## config.mk

```make
export PLATFORM = sky130hd
export DESIGN_NAME = wto_mul
export DESIGN_NICKNAME = d
export VERILOG_FILES = /design/src/sv/wto_pkg.sv /design/src/sv/wto_mul.sv
export SDC_FILE = /design/constraint.sdc
export NUM_CORES = 2
export LEC_CHECK = 0
export ABC_AREA = 1
export BUFFER_PORTS_ARGS = -buffer_cell sky130_fd_sc_hd__buf_4
export CORE_AREA = 2 2 228 230
export CTS_CLUSTER_SIZE = 30
export DETAILED_ROUTE_END_ITERATION = 6
export DIE_AREA = 0 0 230 232
export PLACE_DENSITY = 0.62
export SLEW_MARGIN = 20
export SYNTH_ARGS = -nofsm -noshare
export SYNTH_HDL_FRONTEND = slang
export SYNTH_SLANG_ARGS = --single-unit
```

## constraint.sdc

```tcl
create_clock -name i_clk -period 16.35 [get_ports i_clk]
set_input_delay 4.905 -clock i_clk [delete_from_list [all_inputs] [get_ports i_clk]]
set_output_delay 4.905 -clock i_clk [all_outputs]
set_load 0.02 [all_outputs]
```

## src/sv/wto_pkg.sv

```systemverilog
package wto_pkg;

    localparam int PHASE_W = 32;   // phase is an unsigned fraction of one cycle
    localparam int FRAC_W  = 16;   // interpolation weight below the entry index
    localparam int LEN_W   = 11;   // table length register
    localparam int INDEX_W = 10;   // write index field
    localparam int LEN_RESET = 1024;

    typedef enum logic [1:0] {
        ACT_WRITE    = 2'd0,
        ACT_GENERATE = 2'd1,
        ACT_LOOKUP   = 2'd2,
        ACT_NONE     = 2'd3
    } t_action;

endpackage

```

## src/sv/wto_mul.sv

```systemverilog
module wto_mul
    import wto_pkg::*;
#(
    parameter int A_W = PHASE_W + 1,
    parameter int B_W = FRAC_W + 1
) (
    input  logic                       i_clk,
    input  logic                       i_en,
    input  logic signed [A_W-1:0]      i_a,
    input  logic signed [B_W-1:0]      i_b,
    output logic signed [A_W+B_W-1:0]  o_p
);

    logic signed [A_W+B_W-1:0] r_p;

    always_ff @(posedge i_clk) begin
        if (i_en) begin
            r_p <= i_a * i_b;
        end
    end

    assign o_p = r_p;

endmodule

```

[Yosys cells after proc, flatten, opt, wreduce, memory -nomap -nowiden]
Cells that the tools add are included.
Word-level totals
  flip-flop bits (word level): 50
  input bits: 52
  output and inout port bits: 50
  logic and storage cells: 2
Operators by class
  multipliers: 1
Operator list (count)
  33-bit by 17-bit multiplier with 50-bit output: 1

[Logic depth before layout (Yosys ltp)]
  word-level depth: 1
  depth in mapped cells: 29

[Least setup slack after synthesis]
No wires, ideal clock.
  path type: input to register
  from: input i_a[32]
  to: register r_p[48], in the netlist o_p[48] (data pin)
  setup time: 254 ps
  arrival time: 10118 ps
  data required time: 16096 ps
  setup slack: 5978 ps
  stages on the path: 24
  buffers on the path: 2
  path through: clkbuf_1 > clkbuf_1 > nand2_1 > fa_1 > inv_1 > fa_1 > inv_1 > fa_1 > inv_1 > fa_1 > inv_1 > fa_1 > inv_1 > fa_1 > ha_1 > inv_1 > nor3_2 > nand2_1 > nor2_1 > inv_1 > nor2_1 > nand2_1 > nand4_1 > nand2_1
On the way
  longest elaborated chain between the ends: 1
Ends and longest elaborated chain
  from (decl): line wto_mul.sv:9  | input logic signed [A_W-1:0] i_a,
  33-bit by 17-bit multiplier with 50-bit output: line wto_mul.sv:18  | r_p <= i_a * i_b;
  to (signal assigned): line wto_mul.sv:18
  to (decl): line wto_mul.sv:14  | logic signed [A_W+B_W-1:0] r_p;
No other way between the ends.
A chain may end at the register's enable or synchronous reset.

[Worst setup path in the final report]
  from: input i_b[5]
  to: register r_p[46], in the netlist o_p[46] (data pin)
On the way
  longest elaborated chain between the ends: 1
Ends and longest elaborated chain
  from (decl): line wto_mul.sv:10  | input logic signed [B_W-1:0] i_b,
  33-bit by 17-bit multiplier with 50-bit output: line wto_mul.sv:18
No other way between the ends.

==> flow_summary.toml <==
[clocking]
cts.repair.resized = 0
cts.clk_slew.worst_paths_ns = 0.08
cts_max_level = 2
cts_max_path_buffers = 2
cts_made_buffers = 5
cts_root_buffer = "clkbuf_16"
cts_tree = "done"
clock_sinks = 50
post-cts-setup-buffers = 0
cts.hold.buffers_added = 0

[yosys]
synth_xor_area_share_pct = 1.00
yosys.area_share.simple_pct = 20.1
synth_compound_area_share_pct = 0.962
netlist_instances = 2976
yosysUniqueCellTypes = 25
synth_warnings = 0
synth_mux_area_share_pct = 0
synth_top_family_by_area = "adder cells"
synth-adder-area-share_pct = 53.6
syn_area_per_cell_um2 = 7.65
syn_nets = 3681
seq_area_frac_synth_pct = 6.60
ys_ff_latch = 50
synth_area_mm2 = 0.0228

[run]
cap_violations = 0

[drt]
wl_per_cell_um = 16.8
wirelength_um = 61000
ant_nets = 0
drc = 0
viasPerCell = 4.86
vias = 17700
wl_met2_um = 31500
firstDrtPassIters = 5
top_layer = "met4"
wl_met3_um = 2810
met1_length_um = 24400
drtIter0Drc = 1009

[setup_path]
cp_data_required_time_ns = 16.41
critPathLaunchType = "input port"
path_max_fanout = 33
critical_path_class = "in2reg"
crit_path_end_kind = "register"
critPathArrivalTime_ns = 10.83

[final_layout]
multiInputGateArea_mm2 = 0.0172
final_common_cell = "inv_1"
area_delta_synth_final_pct = 5.57
n_antenna_cell = 0
seq_area_mm2 = 0.00150
final_nets = 3657
drive_above_1_share_pct = 6.06
final_cell_mix = "inv_1 (934), nand2_1 (924), fa_1 (536)"
fin_area_mm2 = 0.0240
nFillCells = 5105
largest_register_ffs = 50

[die]
die_y_um = 232
ioPinCount = 102
core_mm2 = 0.0509
fp-row-count = 83
die_x_um = 230
initial_utilization_pct = 44.7
dieArea_mm2 = 0.0534

[global_route]
grt_pass1_wl_um = 102000
grtUsageTotal_pct = 24.2
gr-total-overflow = 0
grt_pass1_vias = 19700
antenna_found_initial = 0
grt_max_degree = 51

[timing]
fin_crit_sh_pct = 65.9
rsz0062_at_grt = "false"
fmax_mhz = 92.8
setup_tns_ns = 0
slew_violations = 0
relSlewSlack_pct = 46.0
finalCriticalPeriod_ns = 10.77
setup_viol_count_final = 0
hold_viol_final = 0
tightest_slew_ns = 0.808

[hold_path]
min_from = "i_a[0]"
whs_path_depth = 3
holdPathEnd = "o_p[0]$_DFFE_PP_"
hold_class = "in2reg"

[placed_design]
port_buffers = 101
routabilityCongestion = 0.970
place_area_mm2 = 0.0239
dp_hpwl_um = 50800

[status]
status = "completed"
-- synth_stat cells --
library cell | instances | share of area (%)
inv_1 | 934 | 15
nand2_1 | 924 | 15
fa_1 | 536 | 47
clkbuf_1 | 132 | 2.2
ha_1 | 117 | 6.4
nor2_1 | 76 | 1.3
edfxtp_1 | 50 | 6.6
nand3_1 | 47 | 1.0
a21oi_1 | 32 | 0.70
nand2_2 | 21 | 0.58
xor2_1 | 21 | 0.81
nand4_1 | 18 | 0.49
nor2_2 | 14 | 0.38
inv_2 | 9 | 0.15
nor3_2 | 9 | 0.40
nor2_4 | 7 | 0.35
or2_2 | 7 | 0.19
nor3_1 | 5 | 0.11
xnor2_1 | 5 | 0.19
o21ai_0 | 4 | 0.088
o21bai_1 | 4 | 0.13
a21oi_2 | 1 | 0.038
buf_1 | 1 | 0.016
nand3_2 | 1 | 0.044
nand3b_1 | 1 | 0.033
-- critical path, stage by stage --
cell,delay (ns)
buf_4,0.37
nand2_1,0.25
fa_1,0.58
inv_1,0.07
fa_1,0.71
inv_1,0.17
fa_1,0.51
fa_1,0.57
fa_1,0.42
fa_1,0.49
inv_1,0.04
ha_1,0.41
nand2_1,0.16
nor3_1,0.46
nand2_1,0.16
nor2_1,0.12
nand2_1,0.15
nand4_1,0.14
nand2_1,0.08
-- worst max path at each step --
stage	start	end	slack [ns]	cells after the start
floorplan	i_a[32]	o_p[48]$_DFFE_PP_	5.98	24
global placement	i_b[5]	o_p[46]$_DFFE_PP_	5.40	19
detailed placement	i_b[5]	o_p[46]$_DFFE_PP_	5.34	19
CTS	i_b[5]	o_p[46]$_DFFE_PP_	5.66	19
global route	i_b[5]	o_p[46]$_DFFE_PP_	5.34	19
finish	i_b[5]	o_p[46]$_DFFE_PP_	5.58	19
-- final cells by class --
| class | count | share of cell area, % |
|---|---|---|
| clock inverter | 3 | 0.104 |
| timing repair buffer | 102 | 3.19 |
| inverter | 943 | 14.7 |
| multi-input combinational | 1850 | 71.7 |
| clock buffer | 5 | 0.521 |
| tap | 680 | 3.54 |
| sequential | 50 | 6.25 |
-- cell families after synthesis --
group / count (synthesis)
AOI/OAI and AO/OA: 41
xor gates and xnor gates: 26
adders and majority gates: 653
buffers and inverters: 1076
DFF: 50
and+or+nand+nor: 1130
-- metal layers --
layer  vias to the layer above  track usage, %
met3                       135            1.83
met5                         -               0
met4                         0            8.35
li1                       8130               -
met1                      8895            30.0
met2                       505            44.6
-- per-stage QoR --
step / hold WS (ns) / worst slack, ns / utilization [%] / std cells
3_3_place_gp: 5.33 / 5.40 / 46.9 / 3625
3_5_place_dp: 5.34 / 5.34 / 46.9 / 3625
4_1_cts: 5.06 / 5.66 / 47.2 / 3633
6_report: 5.06 / 5.58 / 47.2 / 3633
5_1_grt: 5.09 / 5.34 / 47.2 / 3633
2_1_floorplan: 5.02 / 5.98 / - / 2976
Power is left out: the tool's default activity adds up to more than one toggle a clock period on the data nets, which glitch-free logic cannot reach.
